## src/rtl/core/ps2mt_pkg.sv

```systemverilog
package ps2mt_pkg;

    // Coordinate and register widths
    localparam int COORD_BITS = 12;
    localparam int POINTER_W  = 12;
    localparam int CFG_W      = 13;
    localparam int CFG_IDX_W  = 2;
    localparam int BYTE_W     = 8;
    localparam int DELTA_W    = BYTE_W + 1;

    // Wide enough for coordinate, size and a signed delta without overflow
    localparam int WIDE_W = ((COORD_BITS > CFG_W) ? COORD_BITS : CFG_W) + 2;

    localparam int COORD_MAX = (1 << COORD_BITS) - 1;

    // Reset values
    localparam logic [CFG_W-1:0]      RST_WIDTH  = CFG_W'(640);
    localparam logic [CFG_W-1:0]      RST_HEIGHT = CFG_W'(480);
    localparam logic [COORD_BITS-1:0] RST_POS_X  = COORD_BITS'(320);
    localparam logic [COORD_BITS-1:0] RST_POS_Y  = COORD_BITS'(240);

    // Status byte sign bits
    localparam int X_SIGN_POS = 4;
    localparam int Y_SIGN_POS = 5;

    // Configuration register indexes
    localparam logic [CFG_IDX_W-1:0] CFG_IDX_WIDTH  = 2'd0;
    localparam logic [CFG_IDX_W-1:0] CFG_IDX_HEIGHT = 2'd1;
    localparam logic [CFG_IDX_W-1:0] CFG_IDX_TRACK  = 2'd2;

    // Packet phase codes
    localparam logic [1:0] PH_STATUS = 2'd0;
    localparam logic [1:0] PH_XMOVE  = 2'd1;
    localparam logic [1:0] PH_YMOVE  = 2'd2;

endpackage

```

## src/rtl/core/ps2mt_byte_if.sv

```systemverilog
interface ps2mt_byte_if;
    import ps2mt_pkg::*;

    logic              valid;
    logic              ready;
    logic [BYTE_W-1:0] rx_byte;

    modport source (output valid, output rx_byte, input ready);
    modport sink (input valid, input rx_byte, output ready);
endinterface

```

## src/rtl/core/ps2mt_ptr_if.sv

```systemverilog
interface ps2mt_ptr_if;
    import ps2mt_pkg::*;

    logic                 valid;
    logic                 ready;
    logic [POINTER_W-1:0] pointer_x;
    logic [POINTER_W-1:0] pointer_y;
    logic                 moved;

    modport source (output valid, output pointer_x, output pointer_y, output moved,
                    input ready);
    modport sink (input valid, input pointer_x, input pointer_y, input moved,
                  output ready);
endinterface

```

## src/rtl/core/ps2mt_axis_update.sv

```systemverilog
// One axis: apply a signed 9-bit delta and clamp to [0, size - 1]
module ps2mt_axis_update
    import ps2mt_pkg::*;
(
    input  logic [COORD_BITS-1:0]    i_pos,
    input  logic signed [DELTA_W-1:0] i_delta,
    input  logic                     i_sub,
    input  logic [CFG_W-1:0]         i_size,
    output logic [COORD_BITS-1:0]    o_pos
);

    logic signed [WIDE_W-1:0] w_pos;
    logic signed [WIDE_W-1:0] w_delta;
    logic signed [WIDE_W-1:0] w_sum;
    logic signed [WIDE_W-1:0] w_size_lim;
    logic signed [WIDE_W-1:0] w_limit;
    logic signed [WIDE_W-1:0] w_clamped;

    assign w_pos   = WIDE_W'($signed({1'b0, i_pos}));
    assign w_delta = WIDE_W'(i_delta);

    // Y moves the other way since screen rows grow downward
    assign w_sum = i_sub ? (w_pos - w_delta) : (w_pos + w_delta);

    // Size zero acts as size one; limit saturates at the coordinate range
    assign w_size_lim = (i_size == '0) ? '0
                      : (WIDE_W'($signed({1'b0, i_size})) - WIDE_W'(1));
    assign w_limit = (w_size_lim > WIDE_W'(COORD_MAX)) ? WIDE_W'(COORD_MAX) : w_size_lim;

    always_comb begin
        if (w_sum < 0) begin
            w_clamped = '0;
        end else if (w_sum > w_limit) begin
            w_clamped = w_limit;
        end else begin
            w_clamped = w_sum;
        end
    end

    assign o_pos = w_clamped[COORD_BITS-1:0];

endmodule

```

## src/rtl/core/ps2mt_pkg_unused_guard.sv

```systemverilog
// Packet phase decoder: steers one received byte into the packet fields
module ps2mt_phase_dec
    import ps2mt_pkg::*;
(
    input  logic [1:0] i_phase,
    output logic       o_take_status,
    output logic       o_take_xmove,
    output logic       o_close,
    output logic [1:0] o_next_phase
);

    always_comb begin
        o_take_status = 1'b0;
        o_take_xmove  = 1'b0;
        o_close       = 1'b0;
        case (i_phase)
            PH_XMOVE: begin
                o_take_xmove = 1'b1;
                o_next_phase = PH_YMOVE;
            end
            PH_YMOVE: begin
                o_close      = 1'b1;
                o_next_phase = PH_STATUS;
            end
            // status phase, and the unused code, take a status byte
            default: begin
                o_take_status = 1'b1;
                o_next_phase  = PH_XMOVE;
            end
        endcase
    end

endmodule

```

## src/rtl/core/ps2_mouse_packet_tracker_unit.sv

```systemverilog
// PS/2 mouse packet tracker. Raw mouse bytes enter on i_byte, one request per byte, and
// are grouped into three-byte packets (status, X move, Y move). Each completed packet
// yields one request on o_ptr with the clamped pointer position and a moved flag; the
// status and X bytes yield nothing. With tracking enabled X adds the 9-bit X delta and
// Y subtracts the 9-bit Y delta (sign bits 4 and 5 of the status byte), each clamped to
// 0..size-1; with tracking disabled the position holds and moved is 0. The block takes
// one byte per cycle while results are taken. A closing byte first sits in the input
// register; when it moves on, its result is loaded into the result register that drives
// o_ptr.valid. While a result waits in the result register no byte moves on: the input
// register takes one more byte, then i_byte.ready stays low until the result is taken.
// Configuration writes go through i_cfg_we/i_cfg_idx/i_cfg_data and are meant for idle
// periods only.
module ps2_mouse_packet_tracker_unit
    import ps2mt_pkg::*;
(
    input  logic                 i_clk,
    input  logic                 i_rst_n,
    input  logic                 i_cfg_we,
    input  logic [CFG_IDX_W-1:0] i_cfg_idx,
    input  logic [CFG_W-1:0]     i_cfg_data,
    ps2mt_byte_if.sink           i_byte,
    ps2mt_ptr_if.source          o_ptr
);

    // Configuration registers
    logic [CFG_W-1:0] r_screen_width;
    logic [CFG_W-1:0] r_screen_height;
    logic             r_tracking_en;

    // Input register
    logic              r_in_vld;
    logic [BYTE_W-1:0] r_in_byte;

    // Packet state
    logic [1:0]            r_phase;
    logic [BYTE_W-1:0]     r_status;
    logic [BYTE_W-1:0]     r_xmove;
    logic [COORD_BITS-1:0] r_pos_x;
    logic [COORD_BITS-1:0] r_pos_y;

    // Result register
    logic                 r_out_vld;
    logic [POINTER_W-1:0] r_out_x;
    logic [POINTER_W-1:0] r_out_y;
    logic                 r_out_moved;

    logic                     w_advance;
    logic                     w_take_status;
    logic                     w_take_xmove;
    logic                     w_close;
    logic [1:0]               n_phase;
    logic signed [DELTA_W-1:0] w_dx;
    logic signed [DELTA_W-1:0] w_dy;
    logic [COORD_BITS-1:0]    w_clamp_x;
    logic [COORD_BITS-1:0]    w_clamp_y;
    logic [COORD_BITS-1:0]    n_pos_x;
    logic [COORD_BITS-1:0]    n_pos_y;
    logic                     n_moved;

    // Config writes
    always_ff @(posedge i_clk) begin
        if (!i_rst_n) begin
            r_screen_width  <= RST_WIDTH;
            r_screen_height <= RST_HEIGHT;
            r_tracking_en   <= 1'b1;
        end else if (i_cfg_we) begin
            case (i_cfg_idx)
                CFG_IDX_WIDTH:  r_screen_width  <= i_cfg_data;
                CFG_IDX_HEIGHT: r_screen_height <= i_cfg_data;
                CFG_IDX_TRACK:  r_tracking_en   <= i_cfg_data[0];
                default: ;
            endcase
        end
    end

    // Byte in the input register moves on when the result slot is free or draining
    assign w_advance    = r_in_vld && (!r_out_vld || o_ptr.ready);
    assign i_byte.ready = !r_in_vld || w_advance;

    always_ff @(posedge i_clk) begin
        if (!i_rst_n) begin
            r_in_vld <= 1'b0;
        end else if (i_byte.valid && i_byte.ready) begin
            r_in_vld <= 1'b1;
        end else if (w_advance) begin
            r_in_vld <= 1'b0;
        end
    end

    always_ff @(posedge i_clk) begin
        if (i_byte.valid && i_byte.ready) begin
            r_in_byte <= i_byte.rx_byte;
        end
    end

    ps2mt_phase_dec u_phase (
        .i_phase       (r_phase),
        .o_take_status (w_take_status),
        .o_take_xmove  (w_take_xmove),
        .o_close       (w_close),
        .o_next_phase  (n_phase)
    );

    // Deltas: 9-bit two's complement, sign from the status byte
    assign w_dx = $signed({r_status[X_SIGN_POS], r_xmove});
    assign w_dy = $signed({r_status[Y_SIGN_POS], r_in_byte});

    ps2mt_axis_update u_axis_x (
        .i_pos   (r_pos_x),
        .i_delta (w_dx),
        .i_sub   (1'b0),
        .i_size  (r_screen_width),
        .o_pos   (w_clamp_x)
    );

    ps2mt_axis_update u_axis_y (
        .i_pos   (r_pos_y),
        .i_delta (w_dy),
        .i_sub   (1'b1),
        .i_size  (r_screen_height),
        .o_pos   (w_clamp_y)
    );

    assign n_pos_x = r_tracking_en ? w_clamp_x : r_pos_x;
    assign n_pos_y = r_tracking_en ? w_clamp_y : r_pos_y;
    assign n_moved = r_tracking_en && ((w_clamp_x != r_pos_x) || (w_clamp_y != r_pos_y));

    // Packet state update
    always_ff @(posedge i_clk) begin
        if (!i_rst_n) begin
            r_phase  <= PH_STATUS;
            r_status <= '0;
            r_xmove  <= '0;
            r_pos_x  <= RST_POS_X;
            r_pos_y  <= RST_POS_Y;
        end else if (w_advance) begin
            r_phase <= n_phase;
            if (w_take_status) begin
                r_status <= r_in_byte;
            end
            if (w_take_xmove) begin
                r_xmove <= r_in_byte;
            end
            if (w_close) begin
                r_pos_x <= n_pos_x;
                r_pos_y <= n_pos_y;
            end
        end
    end

    // Result register
    always_ff @(posedge i_clk) begin
        if (!i_rst_n) begin
            r_out_vld <= 1'b0;
        end else if (w_advance) begin
            r_out_vld <= w_close;
        end else if (o_ptr.ready) begin
            r_out_vld <= 1'b0;
        end
    end

    always_ff @(posedge i_clk) begin
        if (w_advance && w_close) begin
            r_out_x     <= POINTER_W'(n_pos_x);
            r_out_y     <= POINTER_W'(n_pos_y);
            r_out_moved <= n_moved;
        end
    end

    assign o_ptr.valid     = r_out_vld;
    assign o_ptr.pointer_x = r_out_x;
    assign o_ptr.pointer_y = r_out_y;
    assign o_ptr.moved     = r_out_moved;

    // A processed byte leaves a result exactly when it closed a packet
    a_result_on_close: assert property (@(posedge i_clk) disable iff (!i_rst_n)
        w_advance |=> (r_out_vld == $past(r_phase == PH_YMOVE)))
        else $error("result valid does not match packet close");

    // Moved flag agrees with the position change it reports
    a_moved_matches: assert property (@(posedge i_clk) disable iff (!i_rst_n)
        (w_advance && w_close) |=>
            (r_out_moved == ((r_pos_x != $past(r_pos_x)) || (r_pos_y != $past(r_pos_y)))))
        else $error("moved flag disagrees with position update");

    // Position only changes on a closing byte
    a_pos_hold: assert property (@(posedge i_clk) disable iff (!i_rst_n)
        !(w_advance && w_close) |=> ($stable(r_pos_x) && $stable(r_pos_y)))
        else $error("position changed outside a packet close");

endmodule

```

## src/flat_wrapper.sv

```systemverilog
// flat-port wrapper written by rule: the top's interface ports become plain ports
module ps2_mouse_packet_tracker_unit_flat import ps2mt_pkg::*;
  (i_clk, i_rst_n, i_cfg_we, i_cfg_idx, i_cfg_data, i_byte_valid, i_byte_rx_byte, i_byte_ready, o_ptr_valid, o_ptr_pointer_x, o_ptr_pointer_y, o_ptr_moved, o_ptr_ready);
  ps2mt_byte_if i_byte_i ();
  ps2mt_ptr_if o_ptr_i ();
  input  logic i_clk;
  input  logic i_rst_n;
  input  logic i_cfg_we;
  input  logic [CFG_IDX_W-1:0] i_cfg_idx;
  input  logic [CFG_W-1:0] i_cfg_data;
  input wire logic [$bits(i_byte_i.valid)-1:0] i_byte_valid;
  input wire logic [$bits(i_byte_i.rx_byte)-1:0] i_byte_rx_byte;
  output wire logic [$bits(i_byte_i.ready)-1:0] i_byte_ready;
  output wire logic [$bits(o_ptr_i.valid)-1:0] o_ptr_valid;
  output wire logic [$bits(o_ptr_i.pointer_x)-1:0] o_ptr_pointer_x;
  output wire logic [$bits(o_ptr_i.pointer_y)-1:0] o_ptr_pointer_y;
  output wire logic [$bits(o_ptr_i.moved)-1:0] o_ptr_moved;
  input wire logic [$bits(o_ptr_i.ready)-1:0] o_ptr_ready;
  assign i_byte_i.valid = i_byte_valid;
  assign i_byte_i.rx_byte = i_byte_rx_byte;
  assign i_byte_ready = i_byte_i.ready;
  assign o_ptr_valid = o_ptr_i.valid;
  assign o_ptr_pointer_x = o_ptr_i.pointer_x;
  assign o_ptr_pointer_y = o_ptr_i.pointer_y;
  assign o_ptr_moved = o_ptr_i.moved;
  assign o_ptr_i.ready = o_ptr_ready;
  ps2_mouse_packet_tracker_unit u_core (.i_clk(i_clk), .i_rst_n(i_rst_n), .i_cfg_we(i_cfg_we), .i_cfg_idx(i_cfg_idx), .i_cfg_data(i_cfg_data), .i_byte(i_byte_i), .o_ptr(o_ptr_i));
endmodule
```

## config.mk

```make
export PLATFORM = sky130hd
export DESIGN_NAME = ps2_mouse_packet_tracker_unit_flat
export DESIGN_NICKNAME = d
export VERILOG_FILES = /design/src/rtl/core/ps2mt_pkg.sv /design/src/rtl/core/ps2mt_byte_if.sv /design/src/rtl/core/ps2mt_ptr_if.sv /design/src/rtl/core/ps2mt_axis_update.sv /design/src/rtl/core/ps2mt_pkg_unused_guard.sv /design/src/rtl/core/ps2_mouse_packet_tracker_unit.sv /design/src/flat_wrapper.sv
export SDC_FILE = /design/constraint.sdc
export NUM_CORES = 1
export LEC_CHECK = 0
export BUFFER_PORTS_ARGS = -buffer_cell sky130_fd_sc_hd__buf_2
export CORE_ASPECT_RATIO = 0.8
export CORE_MARGIN = 3
export CORE_UTILIZATION = 60
export DETAILED_ROUTE_END_ITERATION = 10
export PLACE_DENSITY_LB_ADDON = 0.15
export SETUP_SLACK_MARGIN = 0.1
export SLEW_MARGIN = 20
export SYNTH_ARGS = -nofsm -noshare
export SYNTH_HDL_FRONTEND = slang
export SYNTH_SLANG_ARGS = --single-unit
export TNS_END_PERCENT = 50
```

## constraint.sdc

```tcl
create_clock -name i_clk -period 12.6 [get_ports i_clk]
set_input_delay 0.63 -clock i_clk [delete_from_list [all_inputs] [get_ports i_clk]]
set_output_delay 0.63 -clock i_clk [all_outputs]
set_load 0.05 [all_outputs]
```

==> results.cfg <==
[status]
status = finished clean

[synthesis]
yosysWarnings = 0
netlist.area_leader.share_pct = 17.8
synth_most_common_cell = nand2_1
synth_area_um2 = 7320
syn_inst = 882
synth_cell_types = 76
syn_nets = 970
synth_commonest_cells = nand2_1, nor2_1, dfxtp_1
synth_area_leaders = dfxtp_1, edfxtp_1, ha_1
ys_seq_area_share_pct = 31.3
yosys.area.top_type = dfxtp_1
async_reset_ff_share_pct = 0
ys_ff_latch = 98
syn_avg_cell_area_um2 = 8.30
synth_edf_count = 33
synthFlopType = dfxtp_1

[power_and_ir_drop]
p_total_w = 0.000918
power_density_nw_per_um2 = 115
leakage_nw = 3.28
irDropWorstVdd_mv = 0.0840

[hold_path]
whs_endpoint = u_core.r_in_byte[5]
holdPathStages = 1
hp-class = in2reg
hold_start = i_byte_rx_byte[5]

[sta]
finalSetupViolations = 0
maxSlewHeadroom_pct = 35.6
fin_skew_ps = 7.10
drv_slew = 0
fin_crit_ps = 6730
max_freq_ghz = 0.149
rsz0062_at_grt = false
timing.final.crit_share_pct = 53.4
setup_tns_ps = 0
tightest_slew_ps = 958
hold_viol_final = 0
hold_slack_ps = 454

[placement]
dp_hpwl_mm = 15.8
placed_area_um2 = 7670
portBuffers = 54
gp_congestion = 0.934
post-place-cells = 1057

[routing]
wire_per_inst_um = 19.0
via_per_inst = 6.24
drcViolationCount = 0
drt-initial-drc-count = 617
dr_total_vias = 6694
wirelength_mm = 20.3
dr.pass1.iters = 7
ant_nets = 0

[critical_path]
reg2reg_slack_ps = 5870
start_kind = flop
reg2regPathDepth = 21
worst-path-buf-inv = 3
endpoint_kind = flop
crit_chain = inv_1 > ha_1 > a21oi_1 > nand2_1 > or4_1 > a41oi_1 > nor3_1 > inv_1 > ha_1 > nand3_1 > nor4_1 > a21boi_0 > a211oi_1 > a211oi_2 > buf_4 > mux2_2 > nand4b_1 > a2bb2oi_1 > a2111oi_0 > nand4_1 > o41a_1
crit_fanout = 13
reg2reg_from = u_core.r_status[5]
worst-setup-path-type = reg2reg
worstPathArrival_ps = 6820
max_stage_delay_ps = 770
reg2reg_to = u_core.o_ptr.moved
cp_slowest_cell = a41oi_1
worstPathRequired_ps = 12700
cp_top_family = compound AO/OA/AOI/OAI gates

[cells_and_area]
area_growth_pct = 8.87
diodes = 0
final_cells = 1073
drive_gt1_share_pct = 11.8
nets = 1008
num-fill-cells = 945
design_area_um2 = 7970

[grt]
antenna_found_initial = 0
track_usage_pct = 30.1
grt_overflow = 0
grt_pass1_vias = 6150
grt_start_max_net_pins = 66
grt_pass1_wl_mm = 32.2

[floorplanning]
dieArea_um2 = 13600
dieWidth_um = 129
rows = 35
ios = 55
coreArea_um2 = 11700
die_height_um = 105
initial_core_util_pct = 62.6

[clocking]
clk_latency_ps = 350
cts_buffers = 9
htreeDepth = 3
postCtsSetupBuffers = 0
root_buffer = clkbuf_16
clk_path_buf_depth = 2
hold_buffers = 0
numClockSinks = 98
cts_resized = 0
clk_pin_slew_ps = 70
cts_tree = yes

[job]
cap_viol_max_count = 0
-- cells in the final DEF, fill, tap and decap left out, types with 30 or more instances in the layout --
cell type and count:
nand3_1 39, a21boi_0 42, xnor2_1 30, a21oi_1 36, inv_1 64, buf_2 53, dfxtp_1 65, edfxtp_1 33
nor2_1 70, ha_1 58, nand2_1 134, o21ai_0 34
-- metal layers --
layer  wire, µm  GRT usage, %
met4        179          4.67
met5          0             0
met3       1980          8.07
met1      10000          46.7
met2       8150          42.3
-- cell type report --
class                      instances  area (µm²)  share of cell area (%)
sequential                        98        2290                    28.8
clock buffer                       9         225                    2.83
multi-input combinational        687        4660                    58.4
tap                              148         185                    2.32
timing repair buffer              58         303                    3.80
inverter                          66         249                    3.12
clock inverter                     7        58.8                   0.738
-- worst reg2reg max path, delay by kind of cell, from the launching register on --
kind                       cells  cell delay, ps
buffers and inverters          3             730
AOI/OAI and AO/OA              8            2580
DFF                            1             410
and+or+nand+nor                7            1740
adders and majority gates      2             620
muxes                          1             400
-- stage by stage --
stage | util, % | setup WS [ps]
final | 68.2 | 5870
after global routing | 68.2 | 5450
after CTS | 68.0 | 5960
after detailed placement | 65.6 | 6050
after global placement | 65.6 | 6360
after floorplan | - | 7160
-- state kept, by name, indices dropped and copies added, names as in the netlist, 2 cells and up --
name,count
u_core.o_ptr.pointer_x,12
u_core.r_pos_x,12
u_core.r_in_byte,8
u_core.r_screen_height,13
u_core.r_screen_width,13
u_core.r_phase,2
u_core.o_ptr.pointer_y,12
u_core.r_pos_y,12
u_core.r_xmove,8
u_core.r_status,2
-- where the power goes --
| part | total [W] | switching [W] | leakage (nW) | internal (W) |
|---|---|---|---|---|
| Sequential | 0.000350 | 0.00000910 | 0.831 | 0.000341 |
| Combinational | 0.000300 | 0.000185 | 2.31 | 0.000115 |
| Clock | 0.000268 | 0.000130 | 0.139 | 0.000138 |
| Total | 0.000918 | 0.000324 | 3.28 | 0.000594 |
-- cells by family after synthesis --
logic type	share of synthesized area, %
adder cells (fa/ha/maj)	10.5
XOR/XNOR	6.24
AND/OR/NAND/NOR	22.5
AO/OA/AOI/OAI	19.1
multiplexers	5.09
flip-flops	31.3
buffers and inverters	5.28
-- worst max-delay path by stage --
stage | slack [ps] | start | endpoint | cells past startpoint
2_1_floorplan | 7160 | u_core.r_pos_x[1] | u_core.o_ptr.moved | 20
3_3_place_gp | 6360 | u_core.r_status[5] | u_core.o_ptr.moved | 21
3_5_place_dp | 6050 | u_core.r_status[5] | u_core.o_ptr.moved | 21
4_1_cts | 5960 | u_core.r_status[5] | u_core.o_ptr.moved | 21
5_1_grt | 5450 | u_core.r_status[5] | u_core.o_ptr.moved | 21
6_report | 5870 | u_core.r_status[5] | u_core.o_ptr.moved | 21
(Power assumes the default switching activity.)
